[config.mk]
export PLATFORM = sky130hd
export DESIGN_NAME = dct_block_run_length_encoder_unit
export DESIGN_NICKNAME = d
export VERILOG_FILES = /design/src/hw/rtl/dbrle_pkg.sv /design/src/hw/rtl/dct_block_run_length_encoder_unit.sv
export SDC_FILE = /design/constraint.sdc
export NUM_CORES = 1
export LEC_CHECK = 0
export ABC_AREA = 1
export ABC_CLOCK_PERIOD_IN_PS = 5400
export BUFFER_PORTS_ARGS = -buffer_cell sky130_fd_sc_hd__buf_4
export CAP_MARGIN = 20
export CELL_PAD_IN_SITES_DETAIL_PLACEMENT = 1
export CELL_PAD_IN_SITES_GLOBAL_PLACEMENT = 1
export CORE_MARGIN = 2
export CORE_UTILIZATION = 48
export CTS_BUF_LIST = sky130_fd_sc_hd__clkbuf_8
export DETAILED_ROUTE_END_ITERATION = 16
export PLACE_DENSITY_LB_ADDON = 0.1
export SLEW_MARGIN = 20
export SYNTH_ARGS = -nofsm -noshare
export SYNTH_HDL_FRONTEND = slang
export SYNTH_SLANG_ARGS = --single-unit
[constraint.sdc]
create_clock -name clk -period 5.4 [get_ports clk]
set_clock_uncertainty 0.05 [all_clocks]
set_input_delay 0.54 -clock clk [delete_from_list [all_inputs] [get_ports clk]]
set_output_delay 0.54 -clock clk [all_outputs]
set_load 0.01 [all_outputs]
[src/hw/rtl/dbrle_pkg.sv]
// Shared constants and types for the DCT block run-length encoder.
package dbrle_pkg;

	localparam int unsigned BLOCK_COEFFICIENTS_DEFAULT = 64;

	localparam int unsigned COEF_W     = 16;
	localparam int unsigned BYTE_W     = 8;
	localparam int unsigned ZZ_W       = COEF_W + 1;
	localparam int unsigned MAX_BYTES  = 5;
	localparam int unsigned CNT_W      = 3;

	localparam logic [BYTE_W-1:0] EOB_BYTE      = 8'hFF;
	localparam logic              CONTINUE_FLAG = 1'b1;

	typedef logic [BYTE_W-1:0] byte_t;
	typedef logic [CNT_W-1:0]  cnt_t;

endpackage

[src/hw/rtl/dct_block_run_length_encoder_unit.sv]
// Top level of the DCT block run-length encoder: DC delta, AC run bytes and zigzag varints.
//
//   channel  | dir | tdata                      | tlast        | meaning
//   s_axis   | in  | [15:0] coefficient         | -            | one zigzag-ordered coefficient
//   m_axis   | out | [7:0]  out_byte            | last_of_item | one byte of the coded stream
//
// An accepted coefficient is held in the input register; its whole byte group
// (zero to five bytes) is then built in one pass and loaded into the output buffer.
// The buffer sends one byte per cycle while m_axis is ready; an item with no byte skips it,
// and a group loads as the last byte before it leaves.
// Reset clears the block position, the zero run, the previous DC and all valid flags.
// An m_axis stall holds the buffer, and the input register and s_axis if bytes are due.
module dct_block_run_length_encoder_unit
	import dbrle_pkg::*;
#(
	parameter int unsigned BLOCK_COEFFICIENTS = BLOCK_COEFFICIENTS_DEFAULT
) (
	input  logic              clk,
	input  logic              arst_n,
	input  logic              s_axis_tvalid,
	output logic              s_axis_tready,
	input  logic [COEF_W-1:0] s_axis_tdata,   // [15:0] coefficient
	output logic              m_axis_tvalid,
	input  logic              m_axis_tready,
	output logic [BYTE_W-1:0] m_axis_tdata,   // [7:0] out_byte
	output logic              m_axis_tlast
);

	localparam int unsigned IDX_W = (BLOCK_COEFFICIENTS > 1) ? $clog2(BLOCK_COEFFICIENTS) : 1;

	// Block state.
	logic        [IDX_W-1:0]  idx_q;
	logic        [IDX_W-1:0]  run_q;
	logic signed [COEF_W-1:0] prev_dc_q;

	// Input register.
	logic                     valid_s1;
	logic signed [COEF_W-1:0] coef_s1;

	// Output buffer holding the byte group of one coefficient.
	logic  valid_s2;
	byte_t bytes_s2 [MAX_BYTES];
	cnt_t  cnt_s2;
	cnt_t  pos_s2;

	// Byte group construction.
	logic              dc_sel;
	logic              ac_nz;
	logic              emit_var;
	logic              is_last;
	logic signed [ZZ_W-1:0] diff;
	logic        [ZZ_W-1:0] zz;
	cnt_t              var_len;
	byte_t             vb0, vb1, vb2;
	byte_t             grp_bytes [MAX_BYTES];
	cnt_t              grp_cnt;

	logic out_xfer;
	logic out_done;
	logic buf_free;
	logic s1_advance;

	assign dc_sel  = (idx_q == '0);
	assign ac_nz   = !dc_sel && (coef_s1 != '0);
	assign emit_var = dc_sel || ac_nz;
	assign is_last = (idx_q == IDX_W'(BLOCK_COEFFICIENTS - 1));

	// The DC value is coded against the previous block's DC; AC values are coded as they are.
	assign diff = dc_sel ? (ZZ_W'(coef_s1) - ZZ_W'(prev_dc_q)) : ZZ_W'(coef_s1);

	// Zigzag map: shift left by one and flip every bit of a negative value.
	assign zz = {diff[ZZ_W-2:0], 1'b0} ^ {ZZ_W{diff[ZZ_W-1]}};

	always_comb begin
		if (zz[ZZ_W-1:14] != '0) begin
			var_len = cnt_t'(3);
		end else if (zz[13:7] != '0) begin
			var_len = cnt_t'(2);
		end else begin
			var_len = cnt_t'(1);
		end
	end

	// Seven bits per byte, low group first, continuation flag on all but the final byte.
	assign vb0 = {(var_len > cnt_t'(1)) ? CONTINUE_FLAG : 1'b0, zz[6:0]};
	assign vb1 = {(var_len > cnt_t'(2)) ? CONTINUE_FLAG : 1'b0, zz[13:7]};
	assign vb2 = BYTE_W'(zz[ZZ_W-1:14]);

	// Lay out run byte, varint bytes and end marker one after another.
	always_comb begin
		for (int i = 0; i < MAX_BYTES; i++) begin
			grp_bytes[i] = '0;
		end
		grp_cnt = '0;
		if (ac_nz) begin
			grp_bytes[0] = BYTE_W'(run_q);
			grp_cnt      = cnt_t'(1);
		end
		if (emit_var) begin
			grp_bytes[grp_cnt] = vb0;
			if (var_len > cnt_t'(1)) begin
				grp_bytes[grp_cnt + cnt_t'(1)] = vb1;
			end
			if (var_len > cnt_t'(2)) begin
				grp_bytes[grp_cnt + cnt_t'(2)] = vb2;
			end
			grp_cnt = grp_cnt + var_len;
		end
		if (is_last) begin
			grp_bytes[grp_cnt] = EOB_BYTE;
			grp_cnt            = grp_cnt + cnt_t'(1);
		end
	end

	// Handshake. A group that makes no byte never waits for the buffer.
	assign out_xfer   = m_axis_tvalid && m_axis_tready;
	assign out_done   = out_xfer && m_axis_tlast;
	assign buf_free   = !valid_s2 || out_done;
	assign s1_advance = valid_s1 && ((grp_cnt == '0) || buf_free);
	assign s_axis_tready = !valid_s1 || s1_advance;

	assign m_axis_tvalid = valid_s2;
	assign m_axis_tdata  = bytes_s2[pos_s2];
	assign m_axis_tlast  = ((pos_s2 + cnt_t'(1)) == cnt_s2);

	// Input register.
	always_ff @(posedge clk or negedge arst_n) begin
		if (!arst_n) begin
			valid_s1 <= 1'b0;
		end else if (s_axis_tready) begin
			valid_s1 <= s_axis_tvalid;
		end
	end

	always_ff @(posedge clk) begin
		if (s_axis_tvalid && s_axis_tready) begin
			coef_s1 <= s_axis_tdata;
		end
	end

	// Block state advances once per coefficient.
	always_ff @(posedge clk or negedge arst_n) begin
		if (!arst_n) begin
			idx_q     <= '0;
			run_q     <= '0;
			prev_dc_q <= '0;
		end else if (s1_advance) begin
			if (dc_sel) begin
				prev_dc_q <= coef_s1;
				run_q     <= '0;
			end else if (coef_s1 == '0) begin
				run_q <= run_q + IDX_W'(1);
			end else begin
				run_q <= '0;
			end
			if (is_last) begin
				idx_q <= '0;
				run_q <= '0;
			end else begin
				idx_q <= idx_q + IDX_W'(1);
			end
		end
	end

	// Output buffer control.
	always_ff @(posedge clk or negedge arst_n) begin
		if (!arst_n) begin
			valid_s2 <= 1'b0;
			pos_s2   <= '0;
		end else if (s1_advance && (grp_cnt != '0)) begin
			valid_s2 <= 1'b1;
			pos_s2   <= '0;
		end else if (out_done) begin
			valid_s2 <= 1'b0;
			pos_s2   <= '0;
		end else if (out_xfer) begin
			pos_s2 <= pos_s2 + cnt_t'(1);
		end
	end

	always_ff @(posedge clk) begin
		if (s1_advance && (grp_cnt != '0)) begin
			bytes_s2 <= grp_bytes;
			cnt_s2   <= grp_cnt;
		end
	end

`ifndef SYNTH
	// A buffered group always has its read position inside the group.
	a_pos_in_group: assert property (@(posedge clk) disable iff (!arst_n)
		valid_s2 |-> (cnt_s2 != '0) && (pos_s2 < cnt_s2))
		else $error("output position outside the byte group");

	// The last coefficient of a block sends the position back to the DC slot.
	a_block_wrap: assert property (@(posedge clk) disable iff (!arst_n)
		(s1_advance && is_last) |=> (idx_q == '0) && (run_q == '0))
		else $error("block position did not wrap after the last coefficient");

	// A zero run always stays below one less than the block length.
	a_run_bound: assert property (@(posedge clk) disable iff (!arst_n)
		run_q < IDX_W'(BLOCK_COEFFICIENTS - 1))
		else $error("zero run exceeds the block length");
`endif

endmodule

# Word-level counts from Yosys, hierarchy flattened
# Cells that the tools add are included.
# totals
reg_bits,92
latch_bits,0
ramBits,0
rom_bits,0
input_bits,20
output_inout_bits,11
elab_cells,105
mem_count,0
# op_classes
addsub,8
n_mul,0
div,0
n_lt_le_gt_ge,11
eq_ne,2
shifts,0
n_mux,37
bitwise_logic,7
reduce_logical,27
# ops
op,n
$mux 40,5
$bwmux 40,3
$demux 8 s3,4
$mux 8,6
$or 40x40->40,1
$mux 6,5
$bmux 8 s3,1
$ge 4x4->1 const B,5
$not 3->4,5
$mux 3,6
$mux 17,1
$sub 16x16->17,1
$xor 17x17->17,1
$logic_not 16->1,1
$lt 4x1->1 const B,4
$reduce_bool 16->1,1
$add 6x1->6 const B,2
$logic_and 1x1->1,10
$add 3x1->3 const B,3
$reduce_bool 3->1,3
$reduce_bool 7->1,1
$eq 6x6->1 const B,1
$logic_not 6->1,1
$mux 1,5
other kinds (11),16

# Depth between registers and ports, before layout
# logic_depth
ltp_word,18
depth_mapped,34

# Worst setup path after synthesis
# OpenSTA, ideal clock, no wires.
# synth_timing
kind,register to register
from,reg coef_s1[0]
to,"reg bytes_s2[10] (netlist name), enable pin"
setup_time_ps,387
arrival_ps,4008
required_time_ps,4963
slack_ps,956
path_stages_with_launch,31
period_less_slack_ps,4444
cell_sequence,edfxtp_1 > inv_1 > ha_1 > fa_1 > inv_1 > nand2_1 > nand2_1 > nand3_1 > nand2_2 > nand2_2 > nand2_2 > nand2_1 > nand3_4 > nand2_8 > nand3_1 > nand2_1 > nor2_2 > nand2_1 > nand2_1 > ha_1 > inv_1 > nand4_1 > nand3_1 > inv_1 > ha_1 > nand2_1 > xnor2_1 > nor2_2 > nand3_2 > nand3_1 > inv_1
# synth_via
elab_chain_len,14
word_cells_on_any_way,20
# synth_lines
element,line,rtl
"start, declared",dct_block_run_length_encoder_unit.sv:38,logic signed [COEF_W-1:0] coef_s1;
"start signal, assigned",dct_block_run_length_encoder_unit.sv:137,coef_s1 <= s_axis_tdata;
$sub 16x16->17,dct_block_run_length_encoder_unit.sv:69,assign diff = dc_sel ? (ZZ_W'(coef_s1) - ZZ_W'(prev_dc_q)) : ZZ_W'(coef_s1);
$mux 17,dct_block_run_length_encoder_unit.sv:69,
$xor 17x17->17,dct_block_run_length_encoder_unit.sv:72,"assign zz = {diff[ZZ_W-2:0], 1'b0} ^ {ZZ_W{diff[ZZ_W-1]}};"
$reduce_bool 7->1,dct_block_run_length_encoder_unit.sv:77,end else if (zz[13:7] != '0) begin
$mux 2,dct_block_run_length_encoder_unit.sv:77,
$mux 3,dct_block_run_length_encoder_unit.sv:75,if (zz[ZZ_W-1:14] != '0) begin
$add 3x3->3,dct_block_run_length_encoder_unit.sv:107,grp_cnt = grp_cnt + var_len;
$mux 3 (*),dct_block_run_length_encoder_unit.sv:99,if (emit_var) begin
$add 3x1->3,dct_block_run_length_encoder_unit.sv:111,grp_cnt = grp_cnt + cnt_t'(1);
$mux 3 (*),dct_block_run_length_encoder_unit.sv:109,if (is_last) begin
named net grp_cnt[2],dct_block_run_length_encoder_unit.sv:56,cnt_t grp_cnt;
$logic_not 3->1,dct_block_run_length_encoder_unit.sv:119,assign s1_advance = valid_s1 && ((grp_cnt == '0) || buf_free);
$logic_or 1x1->1,dct_block_run_length_encoder_unit.sv:119,
$logic_and 1x1->1,dct_block_run_length_encoder_unit.sv:119,
$logic_and 1x1->1 (*),dct_block_run_length_encoder_unit.sv:182,if (s1_advance && (grp_cnt != '0)) begin
"end signal, assigned",dct_block_run_length_encoder_unit.sv:183,bytes_s2 <= grp_bytes;
"end, declared",dct_block_run_length_encoder_unit.sv:42,byte_t bytes_s2 [MAX_BYTES];
# The timed path passes the listed nets; every way through them passes the cells marked *.
# A chain may end at the register's enable or synchronous reset.

# Final worst setup path
# layout_timing
from,reg coef_s1[0]
to,out s_axis_tready
# layout_via
elab_chain_len,14
word_cells_on_any_way,19
# layout_lines
element,line,rtl
$sub 16x16->17,dct_block_run_length_encoder_unit.sv:69,
$mux 17,dct_block_run_length_encoder_unit.sv:69,
$xor 17x17->17,dct_block_run_length_encoder_unit.sv:72,
$reduce_bool 7->1,dct_block_run_length_encoder_unit.sv:77,
$mux 2,dct_block_run_length_encoder_unit.sv:77,
$mux 3,dct_block_run_length_encoder_unit.sv:75,
$add 3x3->3,dct_block_run_length_encoder_unit.sv:107,
$mux 3 (*),dct_block_run_length_encoder_unit.sv:99,
$add 3x1->3,dct_block_run_length_encoder_unit.sv:111,
$mux 3 (*),dct_block_run_length_encoder_unit.sv:109,
named net grp_cnt[2],dct_block_run_length_encoder_unit.sv:56,
$logic_not 3->1 (*),dct_block_run_length_encoder_unit.sv:119,
$logic_or 1x1->1 (*),dct_block_run_length_encoder_unit.sv:119,
$logic_and 1x1->1 (*),dct_block_run_length_encoder_unit.sv:119,
$logic_or 1x1->1 (*),dct_block_run_length_encoder_unit.sv:120,assign s_axis_tready = !valid_s1 || s1_advance;
"end, declared",dct_block_run_length_encoder_unit.sv:21,"output logic s_axis_tready,"
# Marked as above.

==> impl_metrics.env <==
export IMPL_syn_nets=756
export IMPL_grt_pass1_wl_um=26020
export IMPL_clock_latency_ns=0.37
export IMPL_place_gp_congestion=0.9083
export IMPL_synth_distinct_cells=39
export IMPL_drv_slew=0
export IMPL_timing_fmax_ghz=0.2016
export IMPL_synth_warnings=0
export IMPL_overflow=0
export IMPL_ys_ff_latch=81
export IMPL_die_w_um=111.5
export IMPL_cp_max_fo=10
export IMPL_cp_top_family="simple AND/OR/NAND/NOR gates"
export IMPL_route_detailed_drc=0
export IMPL_syn_area_um2=5544
export IMPL_coreArea_um2=11320
export IMPL_ys_seq_area_frac=0.4089
export IMPL_cts_tree="built"
export IMPL_drtIter0Drc=236
export IMPL_crit_slowest_cell="edfxtp_1"
export IMPL_antenna_found_initial=0
export IMPL_max_slew_margin_rel=0.3746
export IMPL_grt_use_total=0.2642
export IMPL_htreeDepth=3
export IMPL_ys_flop_type="edfxtp_1"
export IMPL_hpwl_um=12360
export IMPL_grt_pass1_vias=5134
export IMPL_critPathBufInv=5
export IMPL_async_flop_share=0.4074
export IMPL_hold_viol=0
export IMPL_drtPass1Iterations=5
export IMPL_worst_setup_path_type="flip-flop to output port"
export IMPL_min_period_ns=4.960
export IMPL_reg2reg_slack_ns=0.57
export IMPL_via_per_inst=5.576
export IMPL_synth_edf_count=48
export IMPL_vias=4946
export IMPL_io_pins=31
export IMPL_setup_tns_ns=0
export IMPL_status="complete, no violations"
export IMPL_wl_per_cell_um=17.71
export IMPL_clk_path_buf_depth=2
export IMPL_drtAntennaViolNets=0
export IMPL_fp_dieH_um=111.5
export IMPL_root_buffer="clkbuf_8"
export IMPL_period_share=0.9185
export IMPL_finalSetupViolCount=0
export IMPL_syn_inst=713
export IMPL_drt_total_wl_um=15710
export IMPL_hold_buffers=0
export IMPL_start_util=0.4897
export IMPL_die_area_um2=12430
export IMPL_area_growth_synth_to_final_pct=9.005
export IMPL_clk_pin_slew_worst_paths_ns=0.08
export IMPL_synth_area_per_cell_um2=7.776
export IMPL_post_cts_setup_buffers=0
export IMPL_rsz0062_at_grt="no"
export IMPL_ctsResizeCount=0
export IMPL_required_ns=4.81
export IMPL_cpPeakStageDelay_ns=0.38
export IMPL_io_buffer_count=30
export IMPL_drive_gt1_frac=0.1263
export IMPL_cts_made_buffers=9
export IMPL_worstHoldPathType="input port to async pin"
export IMPL_nets=782
export IMPL_rows=39
export IMPL_crit_path_frequent_cell="nand2_1"
export IMPL_tightest_slew_ns=0.9381
export IMPL_crit_arrival_ns=4.37
export IMPL_cp_start_kind="flip-flop"
export IMPL_endpoint_kind="output port"
export IMPL_grt_max_degree=34
export IMPL_antennaDiodeCount=0
export IMPL_max_cap_violations=0
export IMPL_clkSinkCount=81
## placed cells by master (no fill, tap or decap), types with 2 or more instances in the layout
cell type	instances
a21oi_1	20
a21oi_2	2
a221o_1	8
and2_1	3
buf_4	34
clkbuf_8	9
clkinv_1	3
clkinvlp_4	2
dfrtp_1	33
edfxtp_1	48
ha_1	22
inv_1	98
inv_2	4
nand2_1	239
nand2_2	9
nand2_4	3
nand3_1	63
nand3_2	5
nand3_4	3
nand4_1	28
nor2_1	28
nor2_2	4
nor3_1	2
o211ai_1	10
o21ai_0	12
o21ai_1	5
o21ai_2	6
o21bai_1	2
o221ai_1	5
or2_2	5
xnor2_1	4
xor2_1	14
## metrics by stage
step                cells    util  hold WS, ns  worst slack (ns)  area, um^2
CTS                   887  0.5324      0.06880            0.3128        6027
global placement      871  0.5179       0.4065            0.8232        5863
floorplan             713       -       0.1944            0.9556        5544
detailed placement    871  0.5179       0.4140            0.5333        5863
finish                887  0.5338      0.05831            0.4402        6043
global route          887  0.5338      0.07567          0.002343        6043
## logic make-up after synthesis
logic type / after synthesis / synth area share
simple gates: 396 / 0.3279
fa+ha+maj: 23 / 0.05326
xor+xnor: 19 / 0.03002
buf+inv: 122 / 0.09117
compound gates: 72 / 0.08869
flops: 81 / 0.4089
## area by class of cell
cell class | instances | area (um^2)
Multi-Input combinational cell | 510 | 2784
Timing Repair Buffer | 35 | 266.5
Tap cell | 143 | 178.9
Sequential cell | 81 | 2267
Fill cell | 1417 | 5278
Clock inverter | 7 | 40.04
Clock buffer | 9 | 123.9
Inverter | 102 | 382.9
## worst paths after layout
check                                       from            end  depth (start not counted)
worst min-delay path                      arst_n   prev_dc_q[6]                          1
worst min register to register     prev_dc_q[14]  prev_dc_q[14]                          2
min in group clk                s_axis_tdata[14]    coef_s1[14]                          1
worst max register to register        coef_s1[0]    coef_s1[13]                         31
worst max-delay path                  coef_s1[0]  s_axis_tready                         30
max in group asynchronous                 arst_n   prev_dc_q[4]                          1
## worst register-to-register path, delay by kind of cell, from the launching register on
kind	cells	cell delay (ns)
AND/OR/NAND/NOR	21	2.18
buffers and inverters	5	0.79
XOR/XNOR	1	0.17
adder cells (fa/ha/maj)	4	0.89
flip-flops	1	0.38
## synthesized netlist by cell type, types with 4 or more instances
cell,instances,area [um^2]
ha_1,22,275.3
edfxtp_1,48,1441
o21ai_2,6,52.55
clkbuf_1,12,45.04
dfrtp_1,33,825.8
xor2_1,14,122.6
nand2_2,9,56.30
o211ai_1,10,75.07
inv_2,4,15.01
nand3_1,64,320.3
or2_2,5,31.28
nor2_1,28,105.1
buf_6,6,67.56
xnor2_1,5,43.79
nor2_2,4,25.02
nand2_1,239,897.1
a21oi_1,20,100.1
nand3_2,4,40.04
inv_1,96,360.4
o221ai_1,5,43.79
o21ai_0,12,60.06
nand4_1,28,175.2
o21ai_1,5,25.02
a221o_1,8,80.08
## registers in the layout (all words and copies together) (netlist names)
| register | cells |
|---|---|
| idx_q | 6 |
| prev_dc_q | 16 |
| m_axis_tvalid | 1 |
| coef_s1 | 16 |
| pos_s2 | 3 |
| run_q | 6 |
| valid_s1 | 1 |
| bytes_s2 | 29 |
| cnt_s2 | 3 |
## layer usage
layer | global-route usage | vias to the layer above | share of wire
li1 | - | 2402 | -
met1 | 0.3554 | 2392 | 0.46
met2 | 0.4366 | 119 | 0.48
met3 | 0.04409 | 33 | 0.043
met4 | 0.08889 | 0 | 0.024
met5 | 0 | - | 0
Power is not shown: default switching activity piles up to over one toggle a cycle in this logic, so the estimate is an artifact.
